`config.mk`:
```
export PLATFORM = sky130hd
export DESIGN_NAME = bitmap_block_allocator
export DESIGN_NICKNAME = d
export VERILOG_FILES = /design/src/rtl/bba_pkg.sv /design/src/rtl/bba_ram.sv /design/src/rtl/bba_scan.sv /design/src/rtl/bitmap_block_allocator.sv
export SDC_FILE = /design/constraint.sdc
export NUM_CORES = 2
export LEC_CHECK = 0
export BUFFER_PORTS_ARGS = -buffer_cell sky130_fd_sc_hd__buf_2
export CORE_ASPECT_RATIO = 1.2
export CORE_MARGIN = 3
export CORE_UTILIZATION = 37
export DETAILED_ROUTE_END_ITERATION = 7
export SYNTH_ARGS = -nofsm -noshare
export SYNTH_HDL_FRONTEND = slang
export SYNTH_HIERARCHICAL = 1
export SYNTH_SLANG_ARGS = --single-unit
```
`constraint.sdc`:
```
create_clock -name aclk -period 11.5 [get_ports aclk]
set_clock_uncertainty 0.1 [all_clocks]
set_input_delay 0.575 -clock aclk [delete_from_list [all_inputs] [get_ports aclk]]
set_output_delay 0.575 -clock aclk [all_outputs]
set_load 0.01 [all_outputs]
```
`src/rtl/bba_pkg.sv`:
```
package bba_pkg;

    // Map geometry
    localparam int BLOCKS    = 4096;
    localparam int WORD_W    = 64;
    localparam int MAP_WORDS = (BLOCKS + WORD_W - 1) / WORD_W;
    localparam int WADDR_W   = $clog2(MAP_WORDS);
    localparam int BIT_W     = $clog2(WORD_W);
    localparam int GRP_W     = 8;
    localparam int GRPS      = WORD_W / GRP_W;

    // Field widths
    localparam int IDX_W = 12;
    localparam int CNT_W = 13;
    localparam int STS_W = 2;

    localparam logic [CNT_W-1:0] BLOCKS_CNT = CNT_W'(BLOCKS);
    localparam logic [CNT_W-1:0] WORD_CNT   = CNT_W'(WORD_W);

    // Request kinds
    localparam logic REQ_ALLOC = 1'b0;
    localparam logic REQ_FREE  = 1'b1;

    // Result status codes
    localparam logic [STS_W-1:0] STAT_OK          = 2'd0;
    localparam logic [STS_W-1:0] STAT_FULL        = 2'd1;
    localparam logic [STS_W-1:0] STAT_DOUBLE_FREE = 2'd2;
    localparam logic [STS_W-1:0] STAT_RANGE       = 2'd3;

    typedef enum logic [3:0] {
        ST_IDLE     = 4'b0001,
        ST_SCAN     = 4'b0010,
        ST_FREE_CHK = 4'b0100,
        ST_EMIT     = 4'b1000
    } state_t;

    // Outcome of one word through the scan unit
    typedef struct packed {
        logic             hit;
        logic             last;
        logic [BIT_W-1:0] bit_pos;
    } scan_res_t;

endpackage

```
`src/rtl/bba_ram.sv`:
```
module bba_ram #(
    parameter int WIDTH = 64,
    parameter int DEPTH = 64
) (
    input  logic                     aclk,
    input  logic                     wr_en,
    input  logic [$clog2(DEPTH)-1:0] wr_addr,
    input  logic [WIDTH-1:0]         wr_data,
    input  logic                     rd_en,
    input  logic [$clog2(DEPTH)-1:0] rd_addr,
    output logic [WIDTH-1:0]         rd_data
);

    logic [WIDTH-1:0] mem [DEPTH];

    always_ff @(posedge aclk) begin
        if (wr_en) begin
            mem[wr_addr] <= wr_data;
        end
        if (rd_en) begin
            rd_data <= mem[rd_addr];
        end
    end

endmodule

```
`src/rtl/bba_scan.sv`:
```
module bba_scan (
    input  logic [bba_pkg::WORD_W-1:0]  word,
    input  logic [bba_pkg::WADDR_W-1:0] word_idx,
    input  logic [bba_pkg::CNT_W-1:0]   limit,
    output bba_pkg::scan_res_t          res
);

    logic [bba_pkg::CNT_W-1:0]  base;
    logic [bba_pkg::CNT_W-1:0]  span;
    logic [bba_pkg::WORD_W-1:0] avail;
    logic [bba_pkg::GRPS-1:0]   grp_any;
    logic [$clog2(bba_pkg::GRPS)-1:0]  grp_sel;
    logic [$clog2(bba_pkg::GRP_W)-1:0] bit_sel;
    logic [bba_pkg::GRP_W-1:0]  grp_bits;

    assign base = bba_pkg::CNT_W'({word_idx, bba_pkg::BIT_W'(0)});
    assign span = limit - base;

    // Free bits of this word that lie below the limit
    always_comb begin
        for (int i = 0; i < bba_pkg::WORD_W; i++) begin
            avail[i] = ~word[i] && (bba_pkg::CNT_W'(i) < span);
        end
    end

    // First free bit: pick the lowest nonempty byte, then the lowest bit in it
    always_comb begin
        grp_sel = '0;
        for (int g = bba_pkg::GRPS - 1; g >= 0; g--) begin
            grp_any[g] = |avail[g*bba_pkg::GRP_W +: bba_pkg::GRP_W];
        end
        for (int g = bba_pkg::GRPS - 1; g >= 0; g--) begin
            if (grp_any[g]) begin
                grp_sel = ($clog2(bba_pkg::GRPS))'(g);
            end
        end
    end

    assign grp_bits = avail[grp_sel*bba_pkg::GRP_W +: bba_pkg::GRP_W];

    always_comb begin
        bit_sel = '0;
        for (int b = bba_pkg::GRP_W - 1; b >= 0; b--) begin
            if (grp_bits[b]) begin
                bit_sel = ($clog2(bba_pkg::GRP_W))'(b);
            end
        end
    end

    assign res.hit     = |grp_any;
    assign res.last    = (span <= bba_pkg::WORD_CNT);
    assign res.bit_pos = {grp_sel, bit_sel};

endmodule

```
`src/rtl/bitmap_block_allocator.sv`:
```
// Flow: an allocate scans the usage map word by word, up to 64 words; a free reads
//   one word and rewrites it unless the block is already free; an out-of-range free
//   or an allocate with zero blocks skips the map. One request at a time is taken;
//   the usage RAM read, one 64-bit word a cycle, paces the scan.
// Reset: total_blocks returns to 4096, the 64 row-valid bits clear so every block
//   reads free at once (no clearing pass), and both channels go idle.
module bitmap_block_allocator (
    input  logic        aclk,
    input  logic        aresetn,

    input  logic        cfg_wr_en,
    input  logic [12:0] cfg_wr_data,   // total_blocks

    input  logic        s_tvalid,
    output logic        s_tready,
    input  logic [15:0] s_tdata,       // [11:0] block_index, [15:12] zero
    input  logic        s_tuser,       // [0] req_type

    output logic        m_tvalid,
    input  logic        m_tready,
    output logic [15:0] m_tdata,       // [11:0] result_index, [15:12] zero
    output logic [1:0]  m_tuser        // [1:0] status
);

    // ------------------------------------------------------------------
    // Configuration register and effective block count
    // ------------------------------------------------------------------
    logic [bba_pkg::CNT_W-1:0] total_blocks_reg;
    logic [bba_pkg::CNT_W-1:0] limit;

    always_ff @(posedge aclk) begin
        if (!aresetn) begin
            total_blocks_reg <= bba_pkg::BLOCKS_CNT;
        end else if (cfg_wr_en) begin
            total_blocks_reg <= cfg_wr_data;
        end
    end

    // Saturate the count at the map size
    assign limit = (total_blocks_reg > bba_pkg::BLOCKS_CNT) ? bba_pkg::BLOCKS_CNT
                                                            : total_blocks_reg;

    // ------------------------------------------------------------------
    // Sequencer state
    // ------------------------------------------------------------------
    bba_pkg::state_t state_reg, state_next;

    logic [bba_pkg::WADDR_W-1:0] chk_w_reg, chk_w_next;     // word under check
    logic [bba_pkg::IDX_W-1:0]   idx_reg, idx_next;         // block to free
    logic [bba_pkg::STS_W-1:0]   res_status_reg, res_status_next;
    logic [bba_pkg::IDX_W-1:0]   res_index_reg, res_index_next;

    logic                        m_tvalid_reg, m_tvalid_next;
    logic [bba_pkg::STS_W-1:0]   m_status_reg, m_status_next;
    logic [bba_pkg::IDX_W-1:0]   m_index_reg, m_index_next;

    // Row-valid bits: a row not yet written reads as all free
    logic [bba_pkg::MAP_WORDS-1:0] row_vld_reg, row_vld_next;
    logic                          rd_vld_reg, rd_vld_next;

    // Usage RAM ports
    logic                        ram_wr_en;
    logic [bba_pkg::WADDR_W-1:0] ram_wr_addr;
    logic [bba_pkg::WORD_W-1:0]  ram_wr_data;
    logic                        ram_rd_en;
    logic [bba_pkg::WADDR_W-1:0] ram_rd_addr;
    logic [bba_pkg::WORD_W-1:0]  ram_rd_data;

    logic [bba_pkg::WORD_W-1:0]  cur_word;
    logic [bba_pkg::BIT_W-1:0]   free_bit;
    logic                        in_accept;
    logic                        out_free;
    bba_pkg::scan_res_t          scan_res;

    bba_ram #(
        .WIDTH (bba_pkg::WORD_W),
        .DEPTH (bba_pkg::MAP_WORDS)
    ) u_usage_ram (
        .aclk    (aclk),
        .wr_en   (ram_wr_en),
        .wr_addr (ram_wr_addr),
        .wr_data (ram_wr_data),
        .rd_en   (ram_rd_en),
        .rd_addr (ram_rd_addr),
        .rd_data (ram_rd_data)
    );

    // Mask out rows never written since reset
    assign cur_word = rd_vld_reg ? ram_rd_data : '0;

    // Scan unit for allocates: mask the word to the limit and find its first free bit
    bba_scan u_scan (
        .word     (cur_word),
        .word_idx (chk_w_reg),
        .limit    (limit),
        .res      (scan_res)
    );

    assign free_bit  = idx_reg[bba_pkg::BIT_W-1:0];
    assign s_tready  = (state_reg == bba_pkg::ST_IDLE);
    assign in_accept = s_tvalid && s_tready;
    assign out_free  = !m_tvalid_reg || m_tready;

    always_comb begin
        state_next      = state_reg;
        chk_w_next      = chk_w_reg;
        idx_next        = idx_reg;
        res_status_next = res_status_reg;
        res_index_next  = res_index_reg;
        m_tvalid_next   = m_tvalid_reg;
        m_status_next   = m_status_reg;
        m_index_next    = m_index_reg;
        row_vld_next    = row_vld_reg;

        ram_wr_en   = 1'b0;
        ram_wr_addr = chk_w_reg;
        ram_wr_data = cur_word;
        ram_rd_en   = 1'b0;
        ram_rd_addr = chk_w_reg + 1'b1;

        // Drop the output beat once taken
        if (m_tvalid_reg && m_tready) begin
            m_tvalid_next = 1'b0;
        end

        unique case (state_reg)
            bba_pkg::ST_IDLE: begin
                if (in_accept) begin
                    idx_next       = s_tdata[bba_pkg::IDX_W-1:0];
                    res_index_next = '0;
                    if (s_tuser == bba_pkg::REQ_ALLOC) begin
                        if (limit == '0) begin
                            res_status_next = bba_pkg::STAT_FULL;
                            state_next      = bba_pkg::ST_EMIT;
                        end else begin
                            // Fetch word 0 and start the scan
                            ram_rd_en   = 1'b1;
                            ram_rd_addr = '0;
                            chk_w_next  = '0;
                            state_next  = bba_pkg::ST_SCAN;
                        end
                    end else begin
                        if ({1'b0, s_tdata[bba_pkg::IDX_W-1:0]} >= limit) begin
                            res_status_next = bba_pkg::STAT_RANGE;
                            state_next      = bba_pkg::ST_EMIT;
                        end else begin
                            ram_rd_en   = 1'b1;
                            ram_rd_addr = s_tdata[bba_pkg::IDX_W-1:bba_pkg::BIT_W];
                            state_next  = bba_pkg::ST_FREE_CHK;
                        end
                    end
                end
            end

            bba_pkg::ST_SCAN: begin
                // Prefetch the following word while this one is checked
                ram_rd_en = 1'b1;
                priority if (scan_res.hit) begin
                    ram_wr_en       = 1'b1;
                    ram_wr_addr     = chk_w_reg;
                    ram_wr_data     = cur_word
                                      | (bba_pkg::WORD_W'(1) << scan_res.bit_pos);
                    row_vld_next[chk_w_reg] = 1'b1;
                    res_status_next = bba_pkg::STAT_OK;
                    res_index_next  = {chk_w_reg, scan_res.bit_pos};
                    state_next      = bba_pkg::ST_EMIT;
                end else if (scan_res.last) begin
                    res_status_next = bba_pkg::STAT_FULL;
                    state_next      = bba_pkg::ST_EMIT;
                end else begin
                    chk_w_next = chk_w_reg + 1'b1;
                end
            end

            bba_pkg::ST_FREE_CHK: begin
                if (!cur_word[free_bit]) begin
                    res_status_next = bba_pkg::STAT_DOUBLE_FREE;
                end else begin
                    ram_wr_en       = 1'b1;
                    ram_wr_addr     = idx_reg[bba_pkg::IDX_W-1:bba_pkg::BIT_W];
                    ram_wr_data     = cur_word & ~(bba_pkg::WORD_W'(1) << free_bit);
                    row_vld_next[idx_reg[bba_pkg::IDX_W-1:bba_pkg::BIT_W]] = 1'b1;
                    res_status_next = bba_pkg::STAT_OK;
                end
                state_next = bba_pkg::ST_EMIT;
            end

            bba_pkg::ST_EMIT: begin
                // Hold the result until the output register frees up
                if (out_free) begin
                    m_tvalid_next = 1'b1;
                    m_status_next = res_status_reg;
                    m_index_next  = res_index_reg;
                    state_next    = bba_pkg::ST_IDLE;
                end
            end

            default: begin
                state_next = bba_pkg::ST_IDLE;
            end
        endcase

        rd_vld_next = ram_rd_en ? row_vld_next[ram_rd_addr] && row_vld_reg[ram_rd_addr]
                                : rd_vld_reg;
    end

    always_ff @(posedge aclk) begin
        if (!aresetn) begin
            state_reg    <= bba_pkg::ST_IDLE;
            m_tvalid_reg <= 1'b0;
            row_vld_reg  <= '0;
            rd_vld_reg   <= 1'b0;
        end else begin
            state_reg    <= state_next;
            m_tvalid_reg <= m_tvalid_next;
            row_vld_reg  <= row_vld_next;
            rd_vld_reg   <= rd_vld_next;
        end
    end

    always_ff @(posedge aclk) begin
        chk_w_reg      <= chk_w_next;
        idx_reg        <= idx_next;
        res_status_reg <= res_status_next;
        res_index_reg  <= res_index_next;
        m_status_reg   <= m_status_next;
        m_index_reg    <= m_index_next;
    end

    assign m_tvalid = m_tvalid_reg;
    assign m_tuser  = m_status_reg;
    assign m_tdata  = {{(16 - bba_pkg::IDX_W){1'b0}}, m_index_reg};

`ifndef SYNTHESIS
    // One item at a time: the input closes right after a beat is taken
    a_busy_after_accept: assert property (@(posedge aclk) disable iff (!aresetn)
        s_tvalid && s_tready |=> !s_tready)
        else $error("input accepted a second beat while busy");

    // Any map update ends the item's work
    a_write_then_emit: assert property (@(posedge aclk) disable iff (!aresetn)
        ram_wr_en |=> state_reg == bba_pkg::ST_EMIT)
        else $error("usage map written without finishing the item");

    // Failed requests carry a zero index
    a_fail_zero_index: assert property (@(posedge aclk) disable iff (!aresetn)
        m_tvalid && m_tuser != bba_pkg::STAT_OK |-> m_tdata == 16'd0)
        else $error("nonzero index on a failed request");

    // A result is produced only by a finishing item
    a_emit_source: assert property (@(posedge aclk) disable iff (!aresetn)
        $rose(m_tvalid) |-> $past(state_reg) == bba_pkg::ST_EMIT)
        else $error("result beat without a finished item");
`endif

endmodule
```
-- Yosys cells after proc, flatten, opt, wreduce, memory -nomap -nowiden
Memories as Yosys holds them, arrays and structs flattened. A register that Yosys moved wholly into a read port is not among the register bits.
Index checks and enable logic that the tools add are counted.
- add/sub/neg operators: 2
- multipliers: 0
- divide/modulo/power cells: 0
- magnitude comparators: 73
- eq/ne operators: 14
- shifts and indexed selects: 3
- muxes and demuxes: 79
- bitwise gates (word level): 69
- reduce and logical (&&, ||, !) cells: 89
- operators with widths (operator ; count):
    less-than comparator 6 x 13 -> 1 bit (first input constant) ; 32
    two-way mux 64 bit ; 5
    case mux 64 bit (2 select lines) ; 2
    less-than comparator 5 x 13 -> 1 bit (first input constant) ; 16
    bitwise OR 64 bit ; 3
    left shift 1 x 6 -> 64 bit (first input constant) ; 2
    less-than comparator 4 x 13 -> 1 bit (first input constant) ; 8
    two-way mux 6 bit ; 12
    logical AND 1 bit ; 69
    AND 64 bit ; 1
    NOT 1 bit ; 64
    NOT 64 bit ; 1
    OR reduction 64 bit ; 1
    OR reduction 8 bit ; 8
    indexed part select 64 x 7 -> 8 bit ; 1
    less-than comparator 3 x 13 -> 1 bit (first input constant) ; 4
    two-way mux 3 bit ; 16
    less-than comparator 6 x 7 -> 1 bit (second input constant) ; 4
    two-way mux 4 bit ; 7
    less-than comparator 1 x 13 -> 1 bit (first input constant) ; 2
    less-than comparator 2 x 13 -> 1 bit (first input constant) ; 2
    two-way mux 12 bit ; 2
    case mux 12 bit (2 select lines) ; 1
    binary-select mux 1 bit (select 6 bit) ; 3
    32 further kinds ; 63
- register bits after elaboration: 129
- bits in latches: 0
- memory bits (writable): 4096
- ROM bits: 0
- bits of input ports: 35
- word-level logic and storage cells: 341
- memories kept: 1
- memories (memory ; words ; width ; rd ports ; clocked after Yosys merged registers in ; wr ports ; line ; source):
    u_usage_ram.mem ; 64 ; 64 ; 1 ; 1 ; 1 ; bba_ram.sv:14 ; logic [WIDTH-1:0] mem [DEPTH];

-- Logic depth before layout (Yosys ltp)
- depth in word-level cells: 27
- depth in mapped cells: 28
- depth with buffers taken out: 23

-- By module
The synthesis kept the hierarchy.
- modules (own cells, without submodules) (module ; times used ; cells an instance ; area each (um^2)):
    bba_ram ; 1 ; 6598 ; 156989.3
    bitmap_block_allocator ; 1 ; 977 ; 8430.6
    bba_scan ; 1 ; 384 ; 2391.0

-- Worst setup path before layout
Ideal clock, no wire load.
- path kind: register to register
- from: register total_blocks_reg[12] (netlist bit)
- to: memory u_usage_ram.mem[0][18], data pin
- library setup time: 702 ps
- data arrival time: 8566 ps
- required time: 10698 ps
- path slack: 2132 ps
- stages on the path, launching flop included: 23
- path buffers: 4
- period minus slack after synthesis: 9368 ps
- cell sequence: dfxtp_1 > clkbuf_1 > nand2b_1 > inv_1 > ha_1 > xor2_1 > or4_1 > or4_4 > buf_6 > a311oi_4 > a21oi_1 > or4_1 > o41a_1 > a211oi_2 > mux2_1 > a22o_1 > a31o_1 > nor3b_1 > a311o_1 > clkbuf_1 > or3_1 > buf_1 > o21ai_0
- RTL lines (what ; line ; source):
    from (decl) ; bitmap_block_allocator.sv:28 ; logic [bba_pkg::CNT_W-1:0] total_blocks_reg;
    from (signal assigned) ; bitmap_block_allocator.sv:33 ; total_blocks_reg <= bba_pkg::BLOCKS_CNT;
    from (signal assigned) ; bitmap_block_allocator.sv:35 ; total_blocks_reg <= cfg_wr_data;
    to (decl) ; bba_ram.sv:14 ;

==> impl_metrics.json <==
{
  "cp_max_fo": 40,
  "finalSetupViolations": 0,
  "fp.dieH_um": 744,
  "synth_top_cell_area_share_pct": 75.3,
  "yosysWarnings": 6,
  "cp_top_family": "compound AO/OA/AOI/OAI gates",
  "io_buffers": 46,
  "synth_cell_types": 96,
  "synthCells": 7959,
  "yosysMostFrequentCell": "edfxtp_1",
  "cts_htree_levels": 5,
  "drive_gt1_share_pct": 25.3,
  "p_leak_nw": 58.7,
  "grt-ovfl-total": 0,
  "power_density_nw_per_um2": 181,
  "start_kind": "flip-flop",
  "cp_num_cells": 26,
  "yosys.area.top_type": "edfxtp_1",
  "ys_ff_latch": 4289,
  "worstHoldStart": "cfg_wr_en",
  "initial_core_util_pct": 37.2,
  "critical_path_buf_inv_count": 8,
  "hold_viol_final": 0,
  "grt_usage_pct": 21.4,
  "switchingPower_w": 0.00835,
  "cts-root-buf": "clkbuf_16",
  "required_ns": 12.13,
  "clkTransAtPathRegs_ns": 0.07,
  "min_path_type": "primary input to flip-flop",
  "min_path_cells": 3,
  "seq_area_frac_synth_pct": 76.3,
  "max_freq_ghz": 0.0973,
  "die_area_um2": 462000,
  "cts.sinks": 4289,
  "synth_edf_count": 4206,
  "grt_max_degree": 128,
  "routed_wl_mm": 500,
  "met2_length_mm": 254,
  "p_sw_share_pct": 24.3,
  "vias": 86186,
  "ys_top_cells_by_area": "edfxtp_1 (75%), mux4_2 (14%), dfxtp_1 (0.99%), mux2i_1 (0.97%), a22oi_1 (0.77%)",
  "synthArstFlopShare_pct": 0,
  "area_growth_pct": 13.4,
  "drt-met1-wl_mm": 184,
  "fillerInstances": 38908,
  "syn_area_per_cell_um2": 21.1,
  "status": "finished clean",
  "cp.arrival_ns": 10.91,
  "clk_latency_ns": 0.98,
  "first_pass_iters": 7,
  "antenna_found_initial": 28,
  "crit_top_cell": "inv_1",
  "drt-vias-per-instance": 5.90,
  "route.antenna.remaining_nets": 0,
  "ff2ff_path_depth": 26,
  "cts_tree": "yes",
  "clockBufferDepth": 4,
  "drt_iter0_markers": 10721,
  "reg2reg_from": "total_blocks_reg[12]",
  "holdPathEnd": "total_blocks_reg[0]",
  "drc": 0,
  "slew_violations": 0,
  "cp_slowest_cell": "a2111oi_0",
  "relSlewSlack_pct": 10.1,
  "postCtsSetupBuffers": 0,
  "core_area_um2": 451000,
  "fin_nets": 8337,
  "hpwl_mm": 288,
  "rows": 270,
  "clkPwrFrac_pct": 37.9,
  "tns_ns": 0,
  "worst_setup_path_end_kind": "flip-flop",
  "period_needed_ns": 10.28,
  "p_int_w": 0.0261,
  "synth_ff_type": "edfxtp_1",
  "maxCapViolations": 0,
  "wl_met3_mm": 39.8,
  "pin_count": 55,
  "max_stage_delay_ns": 0.81,
  "grt_pass1_wl_mm": 696,
  "cts_buffers": 403,
  "irDropWorstVdd_v": 0.000149,
  "routabilityCongestion": 0.966,
  "worst_pin_slew_ns": 1.34,
  "synth_area_um2": 168000,
  "dr.max_layer_used": "met5",
  "power.share.sequential_pct": 50.9,
  "ff2ff_setup_slack_ns": 1.22,
  "critical_path_class": "flip-flop to flip-flop",
  "first_global_vias": 87173,
  "post-route-period-util_pct": 89.4,
  "largest_register_ffs": 4096,
  "die_w_um": 621,
  "finalPower_w": 0.0344,
  "timing.rr.end": "u_usage_ram/mem[27][30]",
  "combPwrFrac_pct": 11.3,
  "rsz0062_at_grt": "no",
  "wl_per_cell_um": 34.2,
  "synth_commonest_cells": "edfxtp_1 (4,206), mux4_2 (1,044), clkbuf_1 (195)"
}
power by group through the flow:
stage	Combinational (W)	Sequential, W	Clock (W)
floorplan	0.00252	0.0178	0
global placement	0.00385	0.0178	0
detailed placement	0.00390	0.0178	0
CTS	0.00392	0.0175	0.0133
global route	0.00410	0.0175	0.0139
finish	0.00388	0.0175	0.0130
what timing repair did:
action / 4_1_cts / 5_1_grt
gates resized for setup: 0 / 0
hold buffers: 29 / 0
endpoints found under the hold margin: 30 / 0
cells in the final DEF, fill, tap and decap left out, types with 37 or more instances in the layout:
cell type	instances
a211oi_1	67
mux4_2	1044
dfxtp_1	82
edfxtp_1	4206
or3_1	37
nor2_1	115
o21ai_0	105
buf_4	275
a22o_1	90
and2_1	106
a22oi_1	173
o21ai_4	63
a221oi_1	37
clkinv_1	92
o221ai_1	40
clkbuf_1	92
clkinv_2	71
nand3_1	84
nand2_1	171
nor2b_1	88
o22ai_1	91
inv_1	53
nor2_4	66
clkbuf_16	407
mux2i_1	163
a21oi_1	98
buf_2	46
and3_1	84
layer usage:
metal  vias to the layer above  track usage [%]
met3                       900             3.40
met4                        10             8.26
met2                      4192             36.9
met1                     46826             27.2
met5                         -                0
li1                      34258                -
layout make-up:
class                      instances  area, um^2  area share, %
clock buffer                     501       10600           5.55
antenna                           10        25.0         0.0132
sequential                      4289      128000           67.3
clock inverter                   236        2170           1.14
inverter                          60         248          0.130
timing repair buffer             371        3010           1.58
tap                             5984        7490           3.94
multi-input combinational       3157       38800           20.4
kinds of logic after synthesis:
logic type               synth area share, %
adder cells (fa/ha/maj)                0.160
multiplexers                            15.1
buffers and inverters                   1.44
AO/OA/AOI/OAI                           4.07
other                                0.00223
AND/OR/NAND/NOR                         2.98
XOR/XNOR                              0.0313
flip-flops                              76.3
per-stage QoR:
| stage | cell area (um^2) | hold slack [ns] | util (%) | setup slack [ns] | cells |
|---|---|---|---|---|---|
| final | 190000 | 0.101 | 42.2 | 1.22 | 14608 |
| after global routing | 190000 | 0.119 | 42.2 | 0.866 | 14602 |
| after CTS | 190000 | 0.0525 | 42.2 | 1.47 | 14598 |
| after detailed placement | 177000 | 0.305 | 39.3 | 1.44 | 13832 |
| after global placement | 177000 | 0.320 | 39.3 | 1.33 | 13832 |
| after floorplan | 168000 | 0.300 | - | 2.13 | 7962 |
worst max path at each step:
stage	startpoint	to
3_5_place_dp	total_blocks_reg[12]	u_usage_ram/mem[54][52]
5_1_grt	total_blocks_reg[12]	u_usage_ram/mem[39][52]
6_report	total_blocks_reg[12]	u_usage_ram/mem[27][30]
2_1_floorplan	total_blocks_reg[12]	u_usage_ram/mem[0][18]
3_3_place_gp	total_blocks_reg[12]	u_usage_ram/mem[22][30]
4_1_cts	total_blocks_reg[12]	u_usage_ram/mem[49][52]
worst min-delay path, delay by kind of cell:
kind | cells | cell delay [ns]
buffers and inverters | 1 | 0.24
multiplexers | 1 | 0.17
AND/OR/NAND/NOR | 1 | 0.09
No activity file was read; power rests on OpenSTA's default activity.
